==> src/rtl/bsed_pkg.sv <==
// types and constants for the backslash escape decoder
// standalone package, used by rtl/backslash_escape_decoder.sv
package bsed_pkg;

  typedef enum logic [2:0] {
    MODE_NORMAL  = 3'd0,
    MODE_ESCAPED = 3'd1,
    MODE_OCTAL   = 3'd2,
    MODE_HEX     = 3'd3,
    MODE_STOPPED = 3'd4
  } mode_t;

  // configuration register indexes
  localparam logic [1:0] REG_ESCAPE_ENABLE  = 2'd0;
  localparam logic [1:0] REG_APPEND_NEWLINE = 2'd1;

  localparam logic [7:0] CH_BACKSLASH = 8'h5c;
  localparam logic [7:0] CH_SPACE     = 8'h20;
  localparam logic [7:0] CH_NEWLINE   = 8'h0a;
  localparam logic [7:0] CH_ZERO      = 8'h30;
  localparam logic [7:0] CH_SEVEN     = 8'h37;
  localparam logic [7:0] CH_NINE      = 8'h39;
  localparam logic [7:0] CH_LA        = 8'h61;
  localparam logic [7:0] CH_LF        = 8'h66;
  localparam logic [7:0] CH_UA        = 8'h41;
  localparam logic [7:0] CH_UF        = 8'h46;
  localparam logic [7:0] CH_LX        = 8'h78;
  localparam logic [7:0] CH_LC        = 8'h63;
  localparam logic [7:0] CH_LB        = 8'h62;
  localparam logic [7:0] CH_LE        = 8'h65;
  localparam logic [7:0] CH_LN        = 8'h6e;
  localparam logic [7:0] CH_LR        = 8'h72;
  localparam logic [7:0] CH_LT        = 8'h74;
  localparam logic [7:0] CH_LV        = 8'h76;

  localparam int unsigned RUN_MAX = 3;

endpackage

==> src/rtl/backslash_escape_decoder.sv <==
// backslash escape decoder: word byte stream in, decoded text bytes out
// depends on rtl/bsed_pkg.sv
//
//  channel | handshake          | payload
//  --------+--------------------+------------------------------------------------
//  in      | in_valid/in_stall  | in_text_byte, in_has_byte, in_end_of_word, in_end_of_all
//  out     | out_valid/out_stall| out_byte, out_last_of_run
//  cfg     | cfg_valid/cfg_ready| cfg_index, cfg_wdata
//
// an item is accepted every cycle as long as output keeps up; it is registered in
// the input register, is decoded in one pass and its 0..3 result bytes leave the
// run register one per cycle while out_stall is low, so sustained rate is bounded
// by the output port; the input register and the run register lie between the
// input transfer and the first byte. out_stall holds the run register and backs
// up into in_stall. synchronous active-low reset clears mode, counts and valid
// flags; cfg_ready is always high.
module backslash_escape_decoder (
  input  logic       clk,
  input  logic       rst_n,
  input  logic       in_valid,
  output logic       in_stall,
  input  logic [7:0] in_text_byte,
  input  logic       in_has_byte,
  input  logic       in_end_of_word,
  input  logic       in_end_of_all,
  output logic       out_valid,
  input  logic       out_stall,
  output logic [7:0] out_byte,
  output logic       out_last_of_run,
  input  logic       cfg_valid,
  output logic       cfg_ready,
  input  logic [1:0] cfg_index,
  input  logic       cfg_wdata
);

  logic escape_enable_r, append_newline_r;

  logic       inq_v_r;
  logic [7:0] inq_byte_r;
  logic       inq_has_r, inq_eow_r, inq_all_r;

  bsed_pkg::mode_t mode_r, mode_nxt;
  logic [1:0]      cnt_r, cnt_nxt;
  logic [8:0]      val_r, val_nxt;

  logic [7:0] run_byte_r [bsed_pkg::RUN_MAX];
  logic [7:0] run_byte_nxt [bsed_pkg::RUN_MAX];
  logic [1:0] run_left_r, run_pos_r, run_n_nxt;

  logic in_xfer, out_xfer, run_free, adv;

  assign cfg_ready = 1'b1;
  assign out_xfer  = out_valid && !out_stall;
  assign run_free  = (run_left_r == 2'd0) || ((run_left_r == 2'd1) && out_xfer);
  assign adv       = inq_v_r && run_free;
  assign in_stall  = inq_v_r && !run_free;
  assign in_xfer   = in_valid && !in_stall;

  always_ff @(posedge clk) begin
    if (!rst_n) begin
      escape_enable_r  <= 1'b0;
      append_newline_r <= 1'b1;
    end else if (cfg_valid && cfg_ready) begin
      if (cfg_index == bsed_pkg::REG_ESCAPE_ENABLE) escape_enable_r <= cfg_wdata;
      if (cfg_index == bsed_pkg::REG_APPEND_NEWLINE) append_newline_r <= cfg_wdata;
    end
  end

  always_ff @(posedge clk) begin
    if (!rst_n) begin
      inq_v_r <= 1'b0;
    end else if (in_xfer) begin
      inq_v_r <= 1'b1;
    end else if (adv) begin
      inq_v_r <= 1'b0;
    end
  end

  always_ff @(posedge clk) begin
    if (in_xfer) begin
      inq_byte_r <= in_text_byte;
      inq_has_r  <= in_has_byte;
      inq_eow_r  <= in_end_of_word | in_end_of_all;
      inq_all_r  <= in_end_of_all;
    end
  end

  // single decode pass over one item
  always_comb begin
    logic [7:0] c;
    logic       ok;
    logic [3:0] d;
    logic [1:0] n;
    logic [7:0] mapped;
    logic       push_c;

    c      = inq_byte_r;
    ok     = 1'b0;
    d      = 4'd0;
    n      = 2'd0;
    mapped = c;
    push_c = 1'b0;
    for (int i = 0; i < bsed_pkg::RUN_MAX; i++) run_byte_nxt[i] = 8'h00;
    cnt_nxt = cnt_r;
    val_nxt = val_r;

    case (mode_r)
      bsed_pkg::MODE_NORMAL, bsed_pkg::MODE_ESCAPED, bsed_pkg::MODE_OCTAL,
      bsed_pkg::MODE_HEX, bsed_pkg::MODE_STOPPED: mode_nxt = mode_r;
      default: mode_nxt = bsed_pkg::MODE_NORMAL;
    endcase

    if (mode_nxt == bsed_pkg::MODE_STOPPED) begin
      if (inq_all_r) begin
        mode_nxt = bsed_pkg::MODE_NORMAL;
        cnt_nxt  = 2'd0;
        val_nxt  = 9'd0;
      end
    end else begin
      if (inq_has_r) begin
        if (!escape_enable_r) begin
          // finish a pending sequence, then pass the byte through
          if (mode_nxt == bsed_pkg::MODE_ESCAPED) begin
            run_byte_nxt[n] = bsed_pkg::CH_BACKSLASH; n = n + 2'd1;
          end else if (mode_nxt == bsed_pkg::MODE_OCTAL || mode_nxt == bsed_pkg::MODE_HEX) begin
            run_byte_nxt[n] = val_nxt[7:0]; n = n + 2'd1;
          end
          mode_nxt = bsed_pkg::MODE_NORMAL; cnt_nxt = 2'd0; val_nxt = 9'd0;
          run_byte_nxt[n] = c; n = n + 2'd1;
        end else begin
          case (mode_nxt)
            bsed_pkg::MODE_ESCAPED: begin
              mode_nxt = bsed_pkg::MODE_NORMAL; cnt_nxt = 2'd0; val_nxt = 9'd0;
              push_c = 1'b1;
              case (c)
                bsed_pkg::CH_ZERO: begin mode_nxt = bsed_pkg::MODE_OCTAL;   push_c = 1'b0; end
                bsed_pkg::CH_LX:   begin mode_nxt = bsed_pkg::MODE_HEX;     push_c = 1'b0; end
                bsed_pkg::CH_LC:   begin mode_nxt = bsed_pkg::MODE_STOPPED; push_c = 1'b0; end
                bsed_pkg::CH_LA:   mapped = 8'd7;
                bsed_pkg::CH_LB:   mapped = 8'd8;
                bsed_pkg::CH_LE:   mapped = 8'd27;
                bsed_pkg::CH_LF:   mapped = 8'd12;
                bsed_pkg::CH_LN:   mapped = 8'd10;
                bsed_pkg::CH_LR:   mapped = 8'd13;
                bsed_pkg::CH_LT:   mapped = 8'd9;
                bsed_pkg::CH_LV:   mapped = 8'd11;
                default:           mapped = c;
              endcase
              if (push_c) begin
                run_byte_nxt[n] = mapped; n = n + 2'd1;
              end
            end
            bsed_pkg::MODE_OCTAL, bsed_pkg::MODE_HEX: begin
              if (c >= bsed_pkg::CH_ZERO && c <= ((mode_nxt == bsed_pkg::MODE_OCTAL) ?
                  bsed_pkg::CH_SEVEN : bsed_pkg::CH_NINE)) begin
                ok = 1'b1; d = 4'(c - bsed_pkg::CH_ZERO);
              end else if (mode_nxt == bsed_pkg::MODE_HEX && c >= bsed_pkg::CH_LA &&
                           c <= bsed_pkg::CH_LF) begin
                ok = 1'b1; d = 4'(c - bsed_pkg::CH_LA + 8'd10);
              end else if (mode_nxt == bsed_pkg::MODE_HEX && c >= bsed_pkg::CH_UA &&
                           c <= bsed_pkg::CH_UF) begin
                ok = 1'b1; d = 4'(c - bsed_pkg::CH_UA + 8'd10);
              end
              if (ok) begin
                if (mode_nxt == bsed_pkg::MODE_OCTAL) val_nxt = {val_nxt[5:0], 3'b000} + 9'(d);
                else                                  val_nxt = {val_nxt[4:0], 4'b0000} + 9'(d);
                cnt_nxt = cnt_nxt + 2'd1;
                if (cnt_nxt >= ((mode_nxt == bsed_pkg::MODE_OCTAL) ? 2'd3 : 2'd2)) begin
                  run_byte_nxt[n] = val_nxt[7:0]; n = n + 2'd1;
                  mode_nxt = bsed_pkg::MODE_NORMAL; cnt_nxt = 2'd0; val_nxt = 9'd0;
                end
              end else begin
                // escape cut short: emit value so far, then treat byte as normal
                run_byte_nxt[n] = val_nxt[7:0]; n = n + 2'd1;
                mode_nxt = bsed_pkg::MODE_NORMAL; cnt_nxt = 2'd0; val_nxt = 9'd0;
                if (c == bsed_pkg::CH_BACKSLASH) mode_nxt = bsed_pkg::MODE_ESCAPED;
                else begin
                  run_byte_nxt[n] = c; n = n + 2'd1;
                end
              end
            end
            default: begin
              if (c == bsed_pkg::CH_BACKSLASH) mode_nxt = bsed_pkg::MODE_ESCAPED;
              else begin
                run_byte_nxt[n] = c; n = n + 2'd1;
              end
            end
          endcase
        end
      end

      if (mode_nxt == bsed_pkg::MODE_STOPPED) begin
        if (inq_all_r) mode_nxt = bsed_pkg::MODE_NORMAL;
      end else if (inq_eow_r) begin
        if (mode_nxt == bsed_pkg::MODE_ESCAPED) begin
          run_byte_nxt[n] = bsed_pkg::CH_BACKSLASH; n = n + 2'd1;
        end else if (mode_nxt == bsed_pkg::MODE_OCTAL || mode_nxt == bsed_pkg::MODE_HEX) begin
          run_byte_nxt[n] = val_nxt[7:0]; n = n + 2'd1;
        end
        mode_nxt = bsed_pkg::MODE_NORMAL; cnt_nxt = 2'd0; val_nxt = 9'd0;
        if (inq_all_r) begin
          if (append_newline_r && n != 2'd3) begin
            run_byte_nxt[n] = bsed_pkg::CH_NEWLINE; n = n + 2'd1;
          end
        end else if (n != 2'd3) begin
          run_byte_nxt[n] = bsed_pkg::CH_SPACE; n = n + 2'd1;
        end
      end
    end
    run_n_nxt = n;
  end

  always_ff @(posedge clk) begin
    if (!rst_n) begin
      mode_r <= bsed_pkg::MODE_NORMAL;
      cnt_r  <= 2'd0;
      val_r  <= 9'd0;
    end else if (adv) begin
      mode_r <= mode_nxt;
      cnt_r  <= cnt_nxt;
      val_r  <= val_nxt;
    end
  end

  always_ff @(posedge clk) begin
    if (!rst_n) begin
      run_left_r <= 2'd0;
      run_pos_r  <= 2'd0;
    end else if (adv) begin
      run_left_r <= run_n_nxt;
      run_pos_r  <= 2'd0;
    end else if (out_xfer) begin
      run_left_r <= run_left_r - 2'd1;
      run_pos_r  <= run_pos_r + 2'd1;
    end
  end

  always_ff @(posedge clk) begin
    if (adv) begin
      for (int i = 0; i < bsed_pkg::RUN_MAX; i++) run_byte_r[i] <= run_byte_nxt[i];
    end
  end

  assign out_valid       = (run_left_r != 2'd0);
  assign out_byte        = (run_pos_r == 2'd0) ? run_byte_r[0] :
                           (run_pos_r == 2'd1) ? run_byte_r[1] : run_byte_r[2];
  assign out_last_of_run = (run_left_r == 2'd1);

  // a new run is only loaded once the previous one is fully transferred
  a_load_when_drained: assert property (@(posedge clk) disable iff (!rst_n)
    adv |-> (run_left_r == 2'd0 || (run_left_r == 2'd1 && out_xfer)))
    else $error("run register overwritten before drained");

  // read position never runs past the three result slots
  a_run_bounds: assert property (@(posedge clk) disable iff (!rst_n)
    (3'(run_pos_r) + 3'(run_left_r)) <= 3'd3)
    else $error("run position out of range");

  // input side only backs up while an item waits in the input register
  a_stall_cause: assert property (@(posedge clk) disable iff (!rst_n)
    in_stall |-> (inq_v_r && out_valid))
    else $error("input stalled without pending work");

endmodule

==> config.mk <==
export PLATFORM = sky130hd
export DESIGN_NAME = backslash_escape_decoder
export DESIGN_NICKNAME = d
export VERILOG_FILES = /design/src/rtl/bsed_pkg.sv /design/src/rtl/backslash_escape_decoder.sv
export SDC_FILE = /design/constraint.sdc
export NUM_CORES = 1
export LEC_CHECK = 0
export ABC_AREA = 1
export ABC_CLOCK_PERIOD_IN_PS = 4600
export CAP_MARGIN = 5
export CORE_MARGIN = 5
export CORE_UTILIZATION = 55
export CTS_CLUSTER_DIAMETER = 30
export DETAILED_ROUTE_END_ITERATION = 10
export DONT_BUFFER_PORTS = 1
export PLACE_DENSITY = 0.77
export SLEW_MARGIN = 10
export SYNTH_ARGS = -nofsm -noshare
export SYNTH_HDL_FRONTEND = slang
export SYNTH_SLANG_ARGS = --single-unit
export TNS_END_PERCENT = 1
==> constraint.sdc <==
create_clock -name clk -period 4.6 [get_ports clk]
set_input_delay 0.23 -clock clk [delete_from_list [all_inputs] [get_ports clk]]
set_output_delay 0.23 -clock clk [all_outputs]
set_load 0.02 [all_outputs]
Word-level counts from Yosys, hierarchy flattened
Memories as Yosys holds them, arrays and structs flattened.
Cells that the tools add are included.

storage, ports and cells
  bits in writable memories = 24
  bits in registers = 32
  memories = 1
  input port bits = 19
  logic and storage cells = 241
  output and inout port bits = 12

cells by class
  add/sub/neg operators = 13
  $lt $le $gt $ge = 13
  eq/ne operators = 29
  bitwise logic cells = 14
  muxes and demuxes = 125
  reductions and logical operators = 34

memories
  name        words  bits a word  rd ports  clocked after memory_dff  wr ports  RTL line                        source
  run_byte_r  3      8            3         0                         3         backslash_escape_decoder.sv:46  logic [7:0] run_byte_r [bsed_pkg::RUN_MAX];

operator list
  operator              number
  $mux W24              13
  $mux W8               17
  $mux W9               10
  $eq A8 B7 Y1 const B  11
  $pmux W8 S8           1
  $mux W2               29
  $bwmux W24            2
  $demux W8 S2          3
  $mux W3               12
  $mux W4               8
  $mux W1               23
  $and A21 B21 Y21      1
  $not A21 Y21          1
  $add A9 B4 Y9         2
  $and A18 B18 Y18      1
  $eq A3 B2 Y1 const B  6
  $not A18 Y18          1
  $pmux W9 S2           1
  $ge A8 B7 Y1 const B  2
  $le A8 B7 Y1 const B  2
  $mux W16              1
  $pmux W8 S2           1
  $logic_and A1 B1 Y1   14
  $and A12 B12 Y12      1
  other kinds (33)      65

Logic depth before layout (Yosys ltp)
Gate-level depths: netlist of run 1.

  word-level depth = 37
  mapped depth = 31
  mapped depth without buffers = 31

Worst setup path before layout of run 1
No wires, ideal clock.

  path kind = register -> register
  start = register mode_r[1]
  end = memory run_byte_r[0][2] (data pin)
  arrival = 3.705 ns
  slack = 0.749 ns
  stages on the path, launching flop included = 31
  required time = 4.454 ns
  setup time = 0.146 ns
  period minus slack after synthesis = 3.851 ns
  buffers on the path = 0
  path through = dfxtp_1 > inv_1 > nor2_4 > inv_1 > nor2_4 > inv_1 > ha_1 > nand3_1 > nand2_1 > nand2_1 > nand2_1 > nand2_1 > inv_2 > nand2_4 > nand2_1 > nand3_1 > nand2_1 > nand2_1 > a21oi_1 > ha_1 > inv_1 > nand2_1 > nand2_2 > ha_1 > inv_1 > nand2_1 > nor2_1 > o21ai_0 > nand2_1 > a31o_2 > a21oi_1

RTL lines
  what                      RTL line                         source
  start: declaration        backslash_escape_decoder.sv:42   bsed_pkg::mode_t mode_r, mode_nxt;
  start signal: assignment  backslash_escape_decoder.sv:215  mode_r <= bsed_pkg::MODE_NORMAL;
  start signal: assignment  backslash_escape_decoder.sv:219  mode_r <= mode_nxt;
  end: declaration          backslash_escape_decoder.sv:46

==> results of run 1 <==
## Yosys cell counts (5+ instances only)
cell,count,share of area (%)
nor2_1,66,5.4
inv_1,79,6.5
edfxtp_1,35,23
o21ai_0,52,5.7
nand2_1,160,13
o211ai_1,7,1.2
dfxtp_1,20,8.8
a21oi_1,63,6.9
clkbuf_1,11,0.91
inv_2,8,0.66
xor2_1,5,0.96
nor3_1,6,0.66
ha_1,25,6.9
o2111ai_1,6,1.2
nand4_1,9,1.2
o21ai_1,6,0.66
nand3_1,36,4.0
## layer usage
metal,global-route usage [%],part of all wire (%),up-vias
li1,-,-,2237
met5,0,0,-
met2,47.3,47,230
met1,40.6,44,2134
met3,3.11,6.9,25
met4,7.26,2.0,0
## final timing paths
check	start	end	slack [ps]	depth (start not counted)
setup / recovery	mode_r[1]	run_byte_r[0][2]	410	29
hold / removal	rst_n	run_left_r[1]	40	2
setup reg to reg	mode_r[1]	run_byte_r[0][2]	410	29
hold reg to reg	cnt_r[1]	cnt_r[1]	470	2
## area by class of cell
cell class | instances | area, µm² | area share, %
Timing Repair Buffer | 22 | 190 | 3.89
Inverter | 91 | 342 | 6.98
Clock buffer | 5 | 68.8 | 1.41
Sequential cell | 55 | 1450 | 29.7
Multi-Input combinational cell | 495 | 2680 | 54.8
Clock inverter | 3 | 26.3 | 0.537
Tap cell | 105 | 131 | 2.69
## stage by stage
step                      hold slack [ps]  cells  util (%)
after floorplan                       329    659         -
after global routing                 36.0    776      60.1
after CTS                            35.1    774      59.8
final                                43.2    776      60.1
after detailed placement              329    756      57.4
after global placement                329    756      57.4
## cells by family (layout without fill, tap and decap cells)
family,count (synthesis),after routing,synth area share (%)
AO/OA/AOI/OAI,165,165,21.5
XOR/XNOR,5,5,0.961
other,1,1,0.0823
multiplexers,1,1,0.247
buffers and inverters,109,121,9.67
adder cells (fa/ha/maj),25,25,6.87
flip-flops,55,55,31.9
AND/OR/NAND/NOR,298,298,28.9
## repair_timing
item                                    CTS  global route
gates resized for setup                   0             4
buffers inserted                          0             2
endpoints found under the setup margin    0             8
hold endpoints to repair                 10             0
hold buffers                             10             0
## sequential cells by signal (all words and copies together) (netlist names), 2 cells and up
register    flops
cnt_r           2
inq_byte_r      8
mode_r          3
run_byte_r     24
run_left_r      2
run_pos_r       2
val_r           8
## power by group through the flow
stage	Sequential (W)	Clock, W	Combinational [W]
final	0.000656	0.000294	0.000596
after global routing	0.000663	0.000319	0.000666
after CTS	0.000655	0.000299	0.000591
after detailed placement	0.000666	0	0.000582
after global placement	0.000665	0	0.000569
after floorplan	0.000647	0	0.000468
==> run metrics, run 1 <==
status finished clean; WP data arrival ~4400 ps; most common cell after layout, fill and taps aside nand2_1; Top Family by Delay on Critical Path simple AND/OR/NAND/NOR gates; initial DRC count 490; H-tree levels 2; worst path buffer plus inverter count 7; CP max stage delay 410 ps; Startpoint Class flop; Worst path slowest cell dfxtp_1; initial core utilization between 50 and 60%; syn nets between 700 and 800; global-route usage over all layers ~29%; CP required roughly 4800 ps; clock buffer depth 2; Fin. Hold Viols 0; Crit Path Class reg -> reg; Clock Pin Slew Worst Setup and Hold Paths about 110 ps; Port Buf Inserts 0; Post-synth EDFFs 35; die height between 100 and 150 µm; Area growth, synth to finish 7.36%; final instance area slightly below 5000 µm²; CTS tree built; Core Footprint 8130 µm²; Final HPWL DP 11100 µm; Tmin final between 4000 and 5000 ps; sw frac a little over two fifths; # rows 33; post-route setup slack between 400 and 500 ps; Syn Area/Cell ~7 µm²; Die W about 100 µm; Routability Congestion between 1 and 1.5; Final #Nets between 700 and 800; Post-DRT Antenna Nets 0; Static Leak between 2 and 2.5 nW; worst-margin pin slew ~1100 ps; pre-CTS WS roughly 330 ps; area of the mapped netlist approximately 4600 µm²; Final period util around nine tenths; Comb power frac approximately two fifths; final setup skew around 13 ps; DR vias/cell between 5 and 6; total CTS buffers 5; crit path max fanout 15; Rel. slew slack 26.8%; Synth Warn # 0; filler cell count roughly 810; routed wire length between 10000 and 15000 µm; layout cells sized above 1 9.09%; most frequent cells in the layout nand2_1 (158), inv_1 (79), nor2_1 (65); Total Power between 0.0015 and 0.002 W; final count of pins violating max slew 0; final setup vio count 0; clock power share around a fifth; DRC 0; CTS Sinks 55; Fmax ~240 MHz; Inserted Diodes 0; die area 10200 µm²; WL/cell ~18 µm; initial antenna violation count 0; IO Pins 31; max-cap violation count 0; Post-Route Setup TNS 0 ps; Max VDD drop approximately 170 µV; Root Driver clkbuf_8; GRT overflow 0; largest net degree at the start of global routing 29; synthesized flop and latch total between 50 and 60; total number of vias between 4000 and 5000; register area share after synthesis around a third; Pint 0.000894 W; clk_lat worst skew between 300 and 400 ps; DP Area around 4700 µm²; worst hold path class in -> reg; Unique masters post-synth between 50 and 60; async set or reset register ratio after synthesis 0%; ys flop type edfxtp_1; First-pass DRT Iterations 5; RSZ-0062 raised after global routing no; Psw roughly 0.00065 W; Post-Syn Instances between 600 and 700; Crit. End Element flop; vias in the first global route roughly 4300; sequential power share around 42%; first-pass GRT wire length 22900 µm; cell area power density around 320 nW/µm²
Note: power is estimated with default switching activity, not from simulation.
==> run 2: changes to the inputs <==
CORE_ASPECT_RATIO = 1.5   (was not set)
==> run metrics, run 2 (synthesized netlist as in run 1, its figures left out) <==
first-pass GRT wire length approximately 23000 µm; Inserted Diodes 0; Psw 0.000656 W; Port Buf Inserts 0; Static Leak around 2.1 nW; CP required 4730 ps; most common cell after layout, fill and taps aside nand2_1; clk_lat worst skew 300 ps; sequential power share around 38%; layout cells sized above 1 under 10%; Final HPWL DP about 11000 µm; Top reg by flops run_byte_r; Comb power frac 34.7%; CTS Sinks 55; status finished clean; WL/cell 18.2 µm; max FFs per register 24; sw frac 37.6%; die height roughly 120 µm; CTS tree built; initial DRC count just over 400; routed wire length roughly 14000 µm; H-tree levels 2; Area growth, synth to finish 7.28%; final setup vio count 0; # rows 40; RSZ-0062 raised after global routing no; R2R Path Start mode_r[1]; Rel. slew slack 61.6%; hold_sp in_text_byte[3]; vias in the first global route 4583; die area between 10000 and 15000 µm²; Routability Congestion around 1.0; Crit. End Element flop; post-route setup slack about 450 ps; Root Driver clkbuf_16; WP data arrival between 4000 and 5000 ps; largest net degree at the start of global routing 29; GRT busiest layer met2; crit path max fanout 15; initial core utilization between 50% and 60%; worst hold path class in -> reg; clock power share ~28%; Tmin final between 4000 and 5000 ps; initial antenna violation count 0; cell mode on critical path nand2_1; worst-margin pin slew approximately 570 ps; clock buffer depth 2; GRT overflow 0; DR vias/cell between 6 and 7; Fin. Hold Viols 0; Post-Route Setup TNS 0 ps; global-route usage over all layers 27.9%; Startpoint Class flop; Post-DRT Antenna Nets 0; First-pass DRT Iterations 8; Crit Path Class reg -> reg; Max VDD drop 198 µV; max-cap violation count 0; IO Pins 31; total number of vias approximately 4700; Core Footprint between 8000 and 9000 µm²; CP max stage delay ~400 ps; Final #Nets between 700 and 800; final count of pins violating max slew 0; Clock Pin Slew Worst Setup and Hold Paths roughly 70 ps; Setup crit start mode_r[1]; Top Registers run_byte_r (24), inq_byte_r (8), val_r (8); Fmax 241 MHz; Pint between 0.001 and 0.0015 W; Final period util about 90%; most frequent cells in the layout nand2_1 (159), inv_1 (78), nor2_1 (65); final setup skew approximately 3.9 ps; pre-CTS WS approximately 460 ps; filler cell count about 760; total CTS buffers 5; met1 usage 29.3%; met2 GRT Util between 50% and 60%; grt met3 use 4.35%; Die W between 80 and 90 µm; Worst path slowest cell dfxtp_1; DRC 0; cell area power density between 300 and 400 nW/µm²
## run 2: changes by cell type in the layout (fill, tap and decap cells not counted), sizes merged
cell         before  now
clkinvlp          0    1
buf              12   13
inv              90   87
dlygate4sd3      10    0
bufinv            0    2
## run 2: layout make-up
class	count	area, µm²	area share, %
multi-input combinational	495	2670	54.7
inverter	91	342	6.99
clock inverter	3	67.6	1.38
clock buffer	5	125	2.56
timing repair buffer	13	97.6	2.00
sequential	55	1450	29.7
tap	105	131	2.69
## run 2: per-layer routing
metal,part of all wire [%],wire [µm],vias up
li1,-,-,2218
met1,36,4960,2156
met2,51,7100,240
met3,6.7,928,60
met4,6.9,955,0
met5,0,0,-
## run 2: worst paths after layout
check	slack [ps]	end	depth (start not counted)
worst min-delay path	20	inq_byte_r[3]	0
worst max-delay path	450	run_byte_r[0][2]	29
worst min register to register	470	cnt_r[1]	2
worst max register to register	450	run_byte_r[0][2]	29
## run 2: repair_timing
| action | 4_1_cts | 5_1_grt |
|---|---|---|
| resized for setup | 0 | 4 |
| endpoints found under the setup margin | 0 | 5 |
| hold buffers | 0 | 0 |
| setup buffers | 0 | 0 |
## run 2: critical path, delay by kind of cell (launching register included)
kind                       cells  cell delay, ps
AOI/OAI and AO/OA              4             730
adders and majority gates      2             510
buffers and inverters          7             630
DFF                            1             390
and+or+nand+nor               16            1710
## run 2: power groups by stage
stage	registers (W)	clock network [W]	logic, W
after floorplan	0.000647	0	0.000468
after global placement	0.000664	0	0.000583
after detailed placement	0.000665	0	0.000597
after CTS	0.000655	0.000489	0.000599
after global routing	0.000664	0.000512	0.000679
final	0.000656	0.000484	0.000607
## run 2: metrics by stage
| step | hold slack [ps] | utilization, % | std cells | cell area (µm²) | total power, W |
|---|---|---|---|---|---|
| 6_report | 22.9 | 60.7 | 767 | 4890 | 0.00175 |
| 5_1_grt | 10.9 | 60.7 | 767 | 4890 | 0.00185 |
| 4_1_cts | 19.4 | 60.6 | 767 | 4880 | 0.00174 |
| 3_5_place_dp | 329 | 58.2 | 759 | 4690 | 0.00126 |
| 3_3_place_gp | 329 | 58.2 | 759 | 4690 | 0.00125 |
| 2_1_floorplan | 329 | - | 659 | 4560 | 0.00112 |
==> run 3: changes to the inputs <==
REMOVE_ABC_BUFFERS = 1   (was not set)
==> run metrics, run 3 (synthesized netlist as in run 1, its figures left out) <==
status finished clean; Post-DRT Antenna Nets 0; WP data arrival 4370 ps; First-pass DRT Iterations 5; sequential power share between 40% and 50%; max-cap violation count 0; Port Buf Inserts 0; Tmin final approximately 4200 ps; initial antenna violation count 0; Routability Congestion approximately 0.97; Psw between 0.0006 and 0.0007 W; DRC 0; Final #Nets around 710; Die W 84.3 µm; DR vias/cell roughly 6; Startpoint Class flop; GRT overflow 0; Top Family by Delay on Critical Path simple AND/OR/NAND/NOR gates; first-pass GRT wire length around 22000 µm; clock buffer depth 2; Final period util 91.6%; most common cell after layout, fill and taps aside nand2_1; WL/cell ~18 µm; global-route usage over all layers 27.7%; routed wire length 13900 µm; Inserted Diodes 0; Static Leak ~2.1 nW; die area ~10000 µm²; worst-margin pin slew 815 ps; Fmax ~240 MHz; cell area power density 338 nW/µm²; initial core utilization 56.5%; Top reg by flops run_byte_r; largest net degree at the start of global routing 29; initial DRC count around 380; final count of pins violating max slew 0; H-tree levels 2; Crit. End Element flop; Top Registers run_byte_r (24), inq_byte_r (8), val_r (8); max FFs per register 24; Final HPWL DP roughly 11000 µm; worst hold path class in -> reg; Worst path slowest cell dfxtp_1; final setup skew about 11 ps; hold buffers post-CTS 0; worst path buffer plus inverter count 7; layout cells sized above 1 9.35%; Pint 0.000978 W; sw frac about two fifths; clock power share between 20% and 30%; Comb power frac a little under two fifths; Max VDD drop 235 µV; Rel. slew slack between 40 and 50%; Crit Path Class reg -> reg; final setup vio count 0; CTS tree built; total CTS buffers 5; Fin. Hold Viols 0; Core Footprint between 8000 and 9000 µm²; total number of vias around 4600; Post-Route Setup TNS 0 ps; CP max stage delay 410 ps; clk_lat worst skew ~300 ps; most frequent cells in the layout nand2_1 (158), inv_1 (79), nor2_1 (65); CTS Sinks 55; crit path max fanout 15; # rows 40; filler cell count between 700 and 800; die height roughly 120 µm; Min Hold Slack about 28 ps; RSZ-0062 raised after global routing no; vias in the first global route 4430; Area growth, synth to finish 6.45%; CP required 4760 ps; IO Pins 31; Clock Pin Slew Worst Setup and Hold Paths about 80 ps; Root Driver clkbuf_16
[run 3: cell count changes in the layout (fill, tap and decap cells not counted), sizes merged]
cell / previous run / this run
clkinvlp: 1 / 2
bufinv: 2 / 0
clkinv: 4 / 5
buf: 13 / 14
[run 3: power by group through the flow]
| stage | sequential (W) | clock (W) | combinational, W |
|---|---|---|---|
| 2_1_floorplan | 0.000656 | 0 | 0.000449 |
| 3_3_place_gp | 0.000665 | 0 | 0.000579 |
| 3_5_place_dp | 0.000666 | 0 | 0.000597 |
| 4_1_cts | 0.000655 | 0.000387 | 0.000599 |
| 5_1_grt | 0.000663 | 0.000402 | 0.000677 |
| 6_report | 0.000656 | 0.000380 | 0.000601 |
[run 3: final cells by class]
type / count / area [µm²] / area share, %
Clock buffer: 5 / 125 / 2.58
Clock inverter: 3 / 20.0 / 0.413
Multi-Input combinational cell: 495 / 2680 / 55.2
Tap cell: 105 / 131 / 2.71
Timing Repair Buffer: 14 / 105 / 2.17
Sequential cell: 55 / 1450 / 29.9
Inverter: 91 / 342 / 7.04
[run 3: worst paths after layout]
check                      from          endpoint  slack, ps  cells past startpoint
hold / removal    in_end_of_all         inq_all_r         30                      0
setup reg to reg      mode_r[1]  run_byte_r[0][2]        380                     29
hold reg to reg        cnt_r[1]          cnt_r[1]        470                      2
setup / recovery      mode_r[1]  run_byte_r[0][2]        380                     29
[run 3: per-stage QoR]
stage | worst slack [ps] | cells | instance area (µm²) | util (%) | power, W
2_1_floorplan | 589 | 641 | 4460 | - | 0.00111
3_3_place_gp | 547 | 757 | 4670 | 58.0 | 0.00124
3_5_place_dp | 357 | 757 | 4670 | 58.0 | 0.00126
4_1_cts | 326 | 765 | 4820 | 59.8 | 0.00164
5_1_grt | 0.0857 | 768 | 4850 | 60.2 | 0.00174
6_report | 384 | 768 | 4850 | 60.2 | 0.00164
[run 3: worst register-to-register path: cells and delay by family (launching register included)]
family | cells | cell delay, ps
and+or+nand+nor | 16 | 1770
AOI/OAI and AO/OA | 4 | 720
buffers and inverters | 7 | 680
adders and majority gates | 2 | 500
DFF | 1 | 410
[run 3: routing by layer]
metal,part of all wire (%),GRT usage [%]
met5,0,0
met1,37,29.4
met2,52,51.5
met3,5.2,3.13
met4,5.7,16.7
[run 3: timing repair]
item	CTS	global route
resized for setup	0	3
endpoints found under the setup margin	0	8
buffers inserted	0	3
